## src/sv/utdec_pkg.sv

```systemverilog
// Shared types, constants and helpers of the UTF-8 to UCS-4 decoder.
package utdec_pkg;

   // Widths fixed by the payload fields.
   localparam int CP_WIDTH    = 31;
   localparam int COUNT_WIDTH = 17;

   // Largest value the code-point counter can hold.
   localparam int COUNT_LIMIT = 131071;

   // Default string length bound used for count saturation.
   localparam int MAX_STRING_BYTES_DEFAULT = 65536;

   // Replacement character after reset (U+FFFD).
   localparam logic [CP_WIDTH-1:0] REPLACEMENT_RESET = 31'd65533;

   // Lead byte classification masks and patterns.
   localparam logic [7:0] ASCII_MASK  = 8'h80;
   localparam logic [7:0] LEAD2_MASK  = 8'hE0;
   localparam logic [7:0] LEAD2_CODE  = 8'hC0;
   localparam logic [7:0] LEAD3_MASK  = 8'hF0;
   localparam logic [7:0] LEAD3_CODE  = 8'hE0;
   localparam logic [7:0] LEAD4_MASK  = 8'hF8;
   localparam logic [7:0] LEAD4_CODE  = 8'hF0;
   localparam logic [7:0] LEAD5_MASK  = 8'hFC;
   localparam logic [7:0] LEAD5_CODE  = 8'hF8;
   localparam logic [7:0] LEAD6_MASK  = 8'hFE;
   localparam logic [7:0] LEAD6_CODE  = 8'hFC;
   localparam logic [7:0] CONT_MASK   = 8'h3F;

   // One byte of the input stream.
   typedef struct packed {
      logic [7:0] in_byte;
      logic       end_of_string;
   } req_payload_type;

   // One decoded result.
   typedef struct packed {
      logic [CP_WIDTH-1:0]    code_point;
      logic                   incomplete;
      logic [2:0]             partial_bytes;
      logic [COUNT_WIDTH-1:0] total_chars;
      logic                   last;
   } rsp_payload_type;

   // Sequence state exposed by the decode core.
   typedef struct packed {
      logic [2:0]             bytes_remaining;
      logic [COUNT_WIDTH-1:0] char_count;
   } core_status_type;

   // Saturation point of the code-point counter for a given string bound.
   function automatic logic [COUNT_WIDTH-1:0] count_cap(input int max_bytes);
      return COUNT_WIDTH'((max_bytes < COUNT_LIMIT) ? max_bytes : COUNT_LIMIT);
   endfunction

endpackage

```

## src/sv/utdec_core.sv

```systemverilog
// Decode logic and sequence state: classifies a byte, gathers bits, counts code points.
module utdec_core #(
   parameter int MAX_STRING_BYTES = utdec_pkg::MAX_STRING_BYTES_DEFAULT
) (
   input  logic                             clock,
   input  logic                             reset,
   input  logic                             csr_wr_en,
   input  logic [utdec_pkg::CP_WIDTH-1:0]   csr_wr_data,
   input  utdec_pkg::req_payload_type       item,
   input  logic                             commit,
   output logic                             have_result,
   output utdec_pkg::rsp_payload_type       result,
   output utdec_pkg::core_status_type       status
);

   localparam logic [utdec_pkg::COUNT_WIDTH-1:0] COUNT_CAP =
      utdec_pkg::count_cap(MAX_STRING_BYTES);

   logic [utdec_pkg::CP_WIDTH-1:0]    replacement_ff;
   logic [2:0]                        remaining_ff, remaining_in;
   logic [2:0]                        taken_ff, taken_in;
   logic [utdec_pkg::CP_WIDTH-1:0]    acc_ff, acc_in;
   logic [utdec_pkg::COUNT_WIDTH-1:0] count_ff, count_in;

   logic [7:0]                        b;
   logic [utdec_pkg::CP_WIDTH-1:0]    cont_bits;
   logic [utdec_pkg::CP_WIDTH-1:0]    acc_merged;
   logic [utdec_pkg::CP_WIDTH-1:0]    cp;
   logic                              have;
   logic [2:0]                        remaining_nx;
   logic [2:0]                        taken_nx;
   logic [utdec_pkg::CP_WIDTH-1:0]    acc_nx;
   logic [utdec_pkg::COUNT_WIDTH-1:0] count_nx;

   assign b = item.in_byte;

   // Continuation payload placed by the number of bytes still due.
   always_comb begin
      cont_bits = {{(utdec_pkg::CP_WIDTH-6){1'b0}}, b[5:0] & utdec_pkg::CONT_MASK[5:0]};
      unique case (remaining_ff)
         3'd2:    cont_bits = cont_bits << 6;
         3'd3:    cont_bits = cont_bits << 12;
         3'd4:    cont_bits = cont_bits << 18;
         3'd5:    cont_bits = cont_bits << 24;
         default: cont_bits = cont_bits;
      endcase
   end

   assign acc_merged = acc_ff | cont_bits;

   // Lead classification or continuation merge.
   always_comb begin
      remaining_nx = remaining_ff;
      taken_nx     = taken_ff;
      acc_nx       = acc_ff;
      cp           = '0;
      have         = 1'b0;
      if (remaining_ff == 3'd0) begin
         priority if ((b & utdec_pkg::ASCII_MASK) == 8'h00) begin
            cp   = {23'd0, b};
            have = 1'b1;
         end else if ((b & utdec_pkg::LEAD2_MASK) == utdec_pkg::LEAD2_CODE) begin
            acc_nx       = {20'd0, b[4:0], 6'd0};
            remaining_nx = 3'd1;
            taken_nx     = 3'd1;
         end else if ((b & utdec_pkg::LEAD3_MASK) == utdec_pkg::LEAD3_CODE) begin
            acc_nx       = {15'd0, b[3:0], 12'd0};
            remaining_nx = 3'd2;
            taken_nx     = 3'd1;
         end else if ((b & utdec_pkg::LEAD4_MASK) == utdec_pkg::LEAD4_CODE) begin
            acc_nx       = {10'd0, b[2:0], 18'd0};
            remaining_nx = 3'd3;
            taken_nx     = 3'd1;
         end else if ((b & utdec_pkg::LEAD5_MASK) == utdec_pkg::LEAD5_CODE) begin
            acc_nx       = {5'd0, b[1:0], 24'd0};
            remaining_nx = 3'd4;
            taken_nx     = 3'd1;
         end else if ((b & utdec_pkg::LEAD6_MASK) == utdec_pkg::LEAD6_CODE) begin
            acc_nx       = {b[0], 30'd0};
            remaining_nx = 3'd5;
            taken_nx     = 3'd1;
         end else begin
            // Stray continuation byte or 0xFE/0xFF as a lead.
            cp   = replacement_ff;
            have = 1'b1;
         end
      end else begin
         remaining_nx = remaining_ff - 3'd1;
         taken_nx     = taken_ff + 3'd1;
         if (remaining_ff == 3'd1) begin
            cp       = acc_merged;
            have     = 1'b1;
            acc_nx   = '0;
            taken_nx = 3'd0;
         end else begin
            acc_nx = acc_merged;
         end
      end
   end

   // Saturating code-point count.
   assign count_nx = (have && (count_ff < COUNT_CAP)) ? count_ff + 1'b1 : count_ff;

   // Result beat and end-of-string handling.
   always_comb begin
      result       = '0;
      have_result  = have || item.end_of_string;
      remaining_in = remaining_nx;
      taken_in     = taken_nx;
      acc_in       = acc_nx;
      count_in     = count_nx;
      if (item.end_of_string) begin
         result.last        = 1'b1;
         result.total_chars = count_nx;
         if (have) begin
            result.code_point = cp;
         end else begin
            result.incomplete    = 1'b1;
            result.partial_bytes = taken_nx;
         end
         remaining_in = 3'd0;
         taken_in     = 3'd0;
         acc_in       = '0;
         count_in     = '0;
      end else begin
         result.code_point = cp;
      end
   end

   // Sequence state advances only when the staged byte is consumed.
   always_ff @(posedge clock) begin
      if (reset) begin
         remaining_ff <= 3'd0;
         taken_ff     <= 3'd0;
         acc_ff       <= '0;
         count_ff     <= '0;
      end else if (commit) begin
         remaining_ff <= remaining_in;
         taken_ff     <= taken_in;
         acc_ff       <= acc_in;
         count_ff     <= count_in;
      end
   end

   // Replacement character register.
   always_ff @(posedge clock) begin
      if (reset) begin
         replacement_ff <= utdec_pkg::REPLACEMENT_RESET;
      end else if (csr_wr_en) begin
         replacement_ff <= csr_wr_data;
      end
   end

   assign status.bytes_remaining = remaining_ff;
   assign status.char_count      = count_ff;

endmodule

```

## config.mk

```make
export PLATFORM = sky130hd
export DESIGN_NAME = utdec_core
export DESIGN_NICKNAME = d
export VERILOG_FILES = /design/src/sv/utdec_pkg.sv /design/src/sv/utdec_core.sv
export SDC_FILE = /design/constraint.sdc
export NUM_CORES = 1
export LEC_CHECK = 0
export BUFFER_PORTS_ARGS = -buffer_cell sky130_fd_sc_hd__buf_2
export CORE_ASPECT_RATIO = 1.1
export CORE_MARGIN = 10
export CORE_UTILIZATION = 50
export CTS_CLUSTER_SIZE = 16
export DETAILED_ROUTE_END_ITERATION = 6
export PLACE_DENSITY = 0.76
export SLEW_MARGIN = 20
export SYNTH_ARGS = -nofsm -noshare
export SYNTH_HDL_FRONTEND = slang
export SYNTH_SLANG_ARGS = --single-unit
```

## constraint.sdc

```tcl
create_clock -name clock -period 2.3 [get_ports clock]
set_input_delay 0.23 -clock clock [delete_from_list [all_inputs] [get_ports clock]]
set_output_delay 0.23 -clock clock [all_outputs]
set_load 0.02 [all_outputs]
```

==> run_results.csv, run 1 <==
group,metric,value,unit
global_routing,grt-ovfl-total,0,
pwr,ir_drop,0.501,mV
setup_path,worstPathArrival,2.32,ns
job,drv_cap,0,
pwr,p_seq_frac,0.419,
synthesis,netlist_area,4540,sq um
floorplan,die_w,111,microns
floorplan,die_h,120,microns
setup_path,critPathSlowestCell,"dfxtp_4",
place,dpl_cell_area,5370,sq um
sta,setup_viol,51,
floorplan,design.core.area,8870,sq um
global_routing,grt.met1_usage,0.277,
pwr,p_int,2.51,mW
cells_and_area,fillers,582,
pwr,p_comb_frac,0.294,
sta,rsz0062_at_grt,"true",
synthesis,syn_inst,548,
sta,period_share,1.11,
synthesis,syn_area_per_cell,8.29,sq um
hold_path,min_path_type,"in2reg",
cts,clock_path_buffers,2,
place,hpwlAfterDp,10.5,mm
global_routing,grt_start_max_net_pins,43,
setup_path,cp_max_fo,6,
cts,numCtsBuffers,9,
run_status,failed_checks,"negative setup slack",
floorplan,rows,36,
pwr,pwr_density_cell,562,nW/um^2
routing,firstDrtPassIters,6,
cts,clock_latency,0.38,ns
cells_and_area,areaGrowthSynthToFinish,46.6,%
setup_path,crit_chain,"inv_4, ha_4, nor2b_4, buf_6, a32o_2, buf_6, nand4_1, xnor2_1, nor2_1, buf_4",
cts,h-tree-depth,3,
routing,drtIter0Drc,546,
pwr,power_switching_share,0.328,
global_routing,antenna_found_initial,0,
setup_path,endpoint_kind,"primary output",
synthesis,yosys_warnings,0,
global_routing,grt_usage,0.232,
sta,relSlewSlack,0.406,
global_routing,use_met2,0.383,
cts,cts.sinks,85,
setup_path,cp_data_required_time,2.07,ns
setup_path,cp_common_cell,"buf_6",
setup_path,cp_top_family,"buffers and inverters",
routing,routed_via_density,6.34,
sta,period_needed,2.55,ns
setup_path,path_class,"reg2out",
global_routing,grt_pass1_wl,25.8,mm
pwr,p_sw,1.23,mW
synthesis,synth_top_area_frac,0.375,
synthesis,async_flop_share,0,
synthesis,ys_seq_area_frac,0.375,
setup_path,startpoint_type,"register",
global_routing,busiest_layer,"met2",
place,gp_congestion,0.921,
cells_and_area,final_nets,745,
cells_and_area,final_cell_area,6660,sq um
sta,fmax,392,MHz
global_routing,grtUsageMet3,0.0558,
floorplan,start_util,0.512,
pwr,p_leak,2.78,nW
synthesis,syn_nets,599,
synthesis,synthFlopType,"dfxtp_1",
cts,cts_tree,"done",
cells_and_area,diodes,0,
sta,finalWorstSetupSlack,-0.249,ns
global_routing,grt_pass1_vias,4959,
setup_path,crit_buf_inv,4,
synthesis,yosys.cell_types.count,57,
routing,antenna_left,0,
sta,tightestPinTransition,0.891,ns
cts,cts-root-buf,"clkbuf_8",
setup_path,slowest_delay,0.37,ns
run_status,status,"complete, but fails checks",
synthesis,ys_seq_elements,85,
routing,drt-total-wl,17.6,mm
cells_and_area,final_common_cell,"dfxtp_1",
routing,wl_per_cell,21.7,microns
floorplan,dieArea,13300,sq um
pwr,p_clk_frac,0.287,
routing,vias,5151,
synthesis,synthTopCellsByArea,"dfxtp_1 (37%), nor2_1 (5.7%), mux2i_1 (5.1%), a22o_1 (4.8%), a21oi_1 (4.1%)",
cells_and_area,drive_gt1_frac,0.413,
synthesis,synth_top_area_cell,"dfxtp_1",
sta,slew_viol_final,0,
routing,drc,0,
place,port_buffers,117,
sta,finClkSkew,0.0140,ns
sta,hold_viol_final,0,
cells_and_area,layout_common_cells,"dfxtp_1 (80), buf_2 (65), nor2_1 (61), buf_4 (61), buf_6 (48)",
floorplan,ios,118,
synthesis,synth_edf_count,0,
pwr,power,3.74,mW
cts,clk_pin_slew,0.09,ns
[layer usage]
layer,part of all wire,wire (microns),up-vias
li1,-,-,2289
met1,0.38,6760,2411
met2,0.47,8310,359
met3,0.096,1700,92
met4,0.046,813,0
met5,0,0,-
[synthesized netlist by cell type (all sizes together) (3+ instances only)]
| master | instances |
|---|---|
| a211o | 15 |
| a21oi | 38 |
| a22o | 25 |
| a311oi | 3 |
| a31oi | 16 |
| a41oi | 5 |
| and2 | 3 |
| buf | 15 |
| clkbuf | 31 |
| dfxtp | 85 |
| ha | 7 |
| inv | 10 |
| mux2i | 23 |
| nand2 | 35 |
| nand2b | 8 |
| nand3 | 11 |
| nand4 | 4 |
| nor2 | 69 |
| nor2b | 20 |
| nor3 | 11 |
| nor4 | 5 |
| nor4b | 3 |
| o21a | 3 |
| o21ai | 32 |
| o22ai | 9 |
| o31ai | 3 |
| or2 | 4 |
| or3 | 7 |
| xnor2 | 11 |
| xor2 | 4 |
[power by group through the flow]
stage	registers, mW	logic [mW]	clock network, mW
after floorplan	1.59	0.448	0
after global placement	1.59	0.683	0
after CTS	1.56	0.933	1.06
after detailed placement	1.59	0.696	0
after global routing	1.57	1.15	1.13
final	1.57	1.10	1.07
[stage by stage]
step	hold WS [ns]	setup TNS, ns	util	instances	setup WS (ns)
floorplan	0.348	-0.0129	-	548	-0.0129
global placement	0.435	0	0.605	766	0.0716
detailed placement	0.440	-0.0171	0.605	766	-0.0171
CTS	0.0506	-2.69	0.703	800	-0.134
global route	0.0544	-10.41	0.750	812	-0.377
finish	0.0579	-6.26	0.750	812	-0.249
[registers in the layout, summed over array words and instances, names as in the netlist]
signal,flops
acc_ff,31
remaining_ff,3
taken_ff,3
replacement_ff,31
count_ff,17
[timing repair]
action | 4_1_cts | 5_1_grt
resized for setup | 151 | 77
hold buffers | 0 | 0
endpoints found under the setup margin | 52 | 55
pin swaps | 36 | 31
gates cloned | 4 | 0
setup buffers | 15 | 17
[worst paths after layout]
kind                                       from  slack, ns  depth (start not counted)            endpoint
worst max-delay path            remaining_ff[0]      -0.25                         10          result[15]
worst min-delay path            csr_wr_data[12]       0.06                          2  replacement_ff[12]
worst max register to register  remaining_ff[1]       0.02                         12         count_ff[2]
worst min register to register       acc_ff[17]       0.47                          2          acc_ff[17]
[cell type report]
class / count / area (sq um) / share of cell area
multi-input cells: 407 / 3130 / 0.470
repair buffers: 181 / 1450 / 0.218
well taps: 114 / 143 / 0.0214
clock inverters: 5 / 52.6 / 0.00789
inverters: 10 / 42.5 / 0.00639
flip-flops and latches: 85 / 1710 / 0.257
clock buffers: 10 / 128 / 0.0192
[kinds of logic after synthesis]
logic type	synth area share
adders and majority gates	0.0193
buffers and inverters	0.0510
muxes	0.0507
and+or+nand+nor	0.213
xor gates and xnor gates	0.0289
AOI/OAI and AO/OA	0.263
DFF	0.375
[worst register-to-register path, stage by stage, from the launching register on]
cell and delay [ns]:
dfxtp_2 0.36, inv_4 0.05, buf_12 0.12, ha_4 0.16, o21ba_4 0.23, a32o_2 0.25, buf_4 0.14, buf_6 0.12
buf_4 0.13, buf_4 0.15, a21oi_1 0.16, o21ai_0 0.12, a21oi_1 0.23
(Power assumes the default switching activity.)
==> inputs of run 2 (changes only) <==
CORE_UTILIZATION = 48   (was 50)
clock period = 2.1 ns   (was 2.3 ns; I/O delays follow)
==> run 2 against run 1 <==
The flow still finishes with violations (negative setup slack). Largest cell class unchanged. Die area increased by 3.4%. Non-clock buffer count up 21. Clock power is 10% higher. Utilization fell by 3.8 points. Sequential power up 8%. Critical path depth did not move. Critical endpoint is now result[6]. Global-route usage fell by 0.17 points. Power is 7.3% higher. Highest routed layer unchanged. Clock skew decreased by 0.0017 ns. Sequential share of layout area up 0.050 points.
==> run_results.csv, run 2 (same netlist as run 1, synthesis figures left out) <==
group,metric,value,unit
place,gp_congestion,0.896,
global_routing,grt-ovfl-total,0,
cts,cts.sinks,85,
pwr,ir_drop,0.424,mV
setup_path,worstPathArrival,2.26,ns
cells_and_area,top_regs,"acc_ff: 31 flops, replacement_ff: 31 flops, count_ff: 17 flops",
floorplan,die_w,113,microns
sta,period_share,1.18,
routing,vias,5056,
setup_path,crit_buf_inv,4,
place,dp_slack,-0.139,ns
setup_path,cp_common_cell,"buf_6",
job,drv_cap,0,
sta,tightestPinTransition,0.736,ns
hold_path,hold-path-endpoint,"replacement_ff[0]",
cells_and_area,final_core_util,0.712,
cells_and_area,final_common_cell,"buf_4",
setup_path,r2r_start,"remaining_ff[1]",
sta,rsz0062_at_grt,"true",
cts,cts-root-buf,"clkbuf_8",
cells_and_area,layout_common_cells,"buf_4 (89), dfxtp_1 (83), buf_2 (70)",
setup_path,startpoint_type,"register",
pwr,p_int,2.76,mW
pwr,p_clk_frac,0.294,
setup_path,endpoint_kind,"primary output",
cells_and_area,diodes,0,
cts,cts_tree,"done",
cells_and_area,drive_gt1_frac,0.402,
routing,drt-total-wl,16.7,mm
sta,relSlewSlack,0.507,
routing,firstDrtPassIters,6,
cts,clock_latency,0.37,ns
routing,wl_per_cell,20.0,microns
cells_and_area,areaGrowthSynthToFinish,46.0,%
routing,drtIter0Drc,503,
pwr,p_comb_frac,0.281,
setup_path,path_class,"reg2out",
cts,clock_path_buffers,2,
pwr,p_sw,1.25,mW
floorplan,ios,118,
global_routing,grt_usage,0.230,
floorplan,rows,37,
place,hpwlAfterDp,10.9,mm
routing,antenna_left,0,
floorplan,start_util,0.488,
cts,numCtsBuffers,9,
pwr,power_switching_share,0.312,
setup_path,crit_chain,"inv_4, buf_6, ha_4, o21ba_4, a32oi_4, buf_6, nor4b_4, xnor2_1, nor2_1, buf_4",
global_routing,grt_pass1_vias,5069,
setup_path,slowest_delay,0.37,ns
setup_path,reg2reg_depth,11,
run_status,failed_checks,"negative setup slack",
sta,slew_viol_final,0,
cts,clk_pin_slew,0.09,ns
setup_path,r2r-end,"count_ff[13]",
routing,routed_via_density,6.05,
place,port_buffers,117,
sta,setup_tns,-11.72,ns
sta,fmax,404,MHz
setup_path,cp_top_family,"buffers and inverters",
global_routing,grt_start_max_net_pins,47,
setup_path,rrSetupSlack,-0.09,ns
floorplan,dieArea,13800,sq um
sta,period_needed,2.47,ns
floorplan,die_h,122,microns
sta,hold_viol_final,0,
floorplan,design.core.area,9310,sq um
pwr,pwr_density_cell,605,nW/um^2
global_routing,antenna_found_initial,0,
sta,setup_viol,54,
pwr,power,4.01,mW
hold_path,min_path_type,"in2reg",
run_status,status,"complete, but fails checks",
pwr,p_seq_frac,0.425,
sta,finClkSkew,0.0124,ns
cells_and_area,final_nets,766,
routing,drc,0,
cts,h-tree-depth,3,
hold_path,hold_depth,2,
pwr,p_leak,2.80,nW
place,dpl_cell_area,5580,sq um
hold_path,hold_start,"csr_wr_data[0]",
setup_path,cp_max_fo,5,
setup_path,cp_data_required_time,1.89,ns
global_routing,grt_pass1_wl,26.1,mm
setup_path,critPathSlowestCell,"dfxtp_4",
cells_and_area,final_cell_area,6630,sq um
sta,finalWorstSetupSlack,-0.373,ns
==> run 2: cell count changes in the layout (fill, tap and decap cells not counted), moves of 5 or more <==
cell and change:
buf_4 +28, nand2_1 +13, buf_6 -10, nand2_2 -7, nand2_4 -6, a21oi_4 -5
buf_2 +5
==> run 2: power groups by stage <==
stage                     Sequential [mW]  Combinational (mW)  Clock [mW]
final                                1.70                1.13        1.18
after global routing                 1.71                1.20        1.25
after CTS                            1.70                1.03        1.18
after detailed placement             1.74               0.819           0
after global placement               1.74               0.801           0
after floorplan                      1.74               0.501           0
==> run 2: layout make-up <==
type | instances | area [sq um]
timing repair buffer | 202 | 1570
inverter | 10 | 40.0
clock inverter | 4 | 48.8
clock buffer | 11 | 141
fill | 678 | 2680
tap | 117 | 146
sequential | 85 | 1710
multi-input combinational | 407 | 2980
==> run 2: worst reg2reg max path: cells and delay by family (launching register included) <==
family	cells	cell delay, ns
buffers and inverters	5	0.65
AND/OR/NAND/NOR	3	0.60
flip-flops	1	0.37
AO/OA/AOI/OAI	2	0.37
adder cells (fa/ha/maj)	1	0.14
==> run 2: what timing repair did <==
action / CTS / global route
hold buffers: 0 / 0
endpoints found under the setup margin: 60 / 73
resized for setup: 114 / 46
buffers inserted: 18 / 10
pin swaps: 23 / 28
cloned: 4 / 0
==> run 2: per-layer routing <==
metal / GRT usage / up-vias / part of all wire
met4: 0.0992 / 0 / 0.030
met2: 0.399 / 248 / 0.49
met1: 0.260 / 2419 / 0.39
met5: 0 / - / 0
li1: - / 2326 / -
met3: 0.0624 / 63 / 0.087
==> run 2: per-stage QoR <==
stage | hold slack [ns] | instances
2_1_floorplan | 0.328 | 548
3_3_place_gp | 0.414 | 793
3_5_place_dp | 0.424 | 793
4_1_cts | 0.0453 | 828
5_1_grt | 0.0492 | 836
6_report | 0.0540 | 836
==> run 2: worst max path at each step <==
stage | cells after the start | from | end
finish | 10 | remaining_ff[1] | result[6]
global route | 10 | remaining_ff[1] | result[15]
CTS | 10 | remaining_ff[1] | result[9]
detailed placement | 9 | remaining_ff[1] | count_ff[13]
global placement | 9 | remaining_ff[1] | result[16]
floorplan | 7 | remaining_ff[0] | result[20]
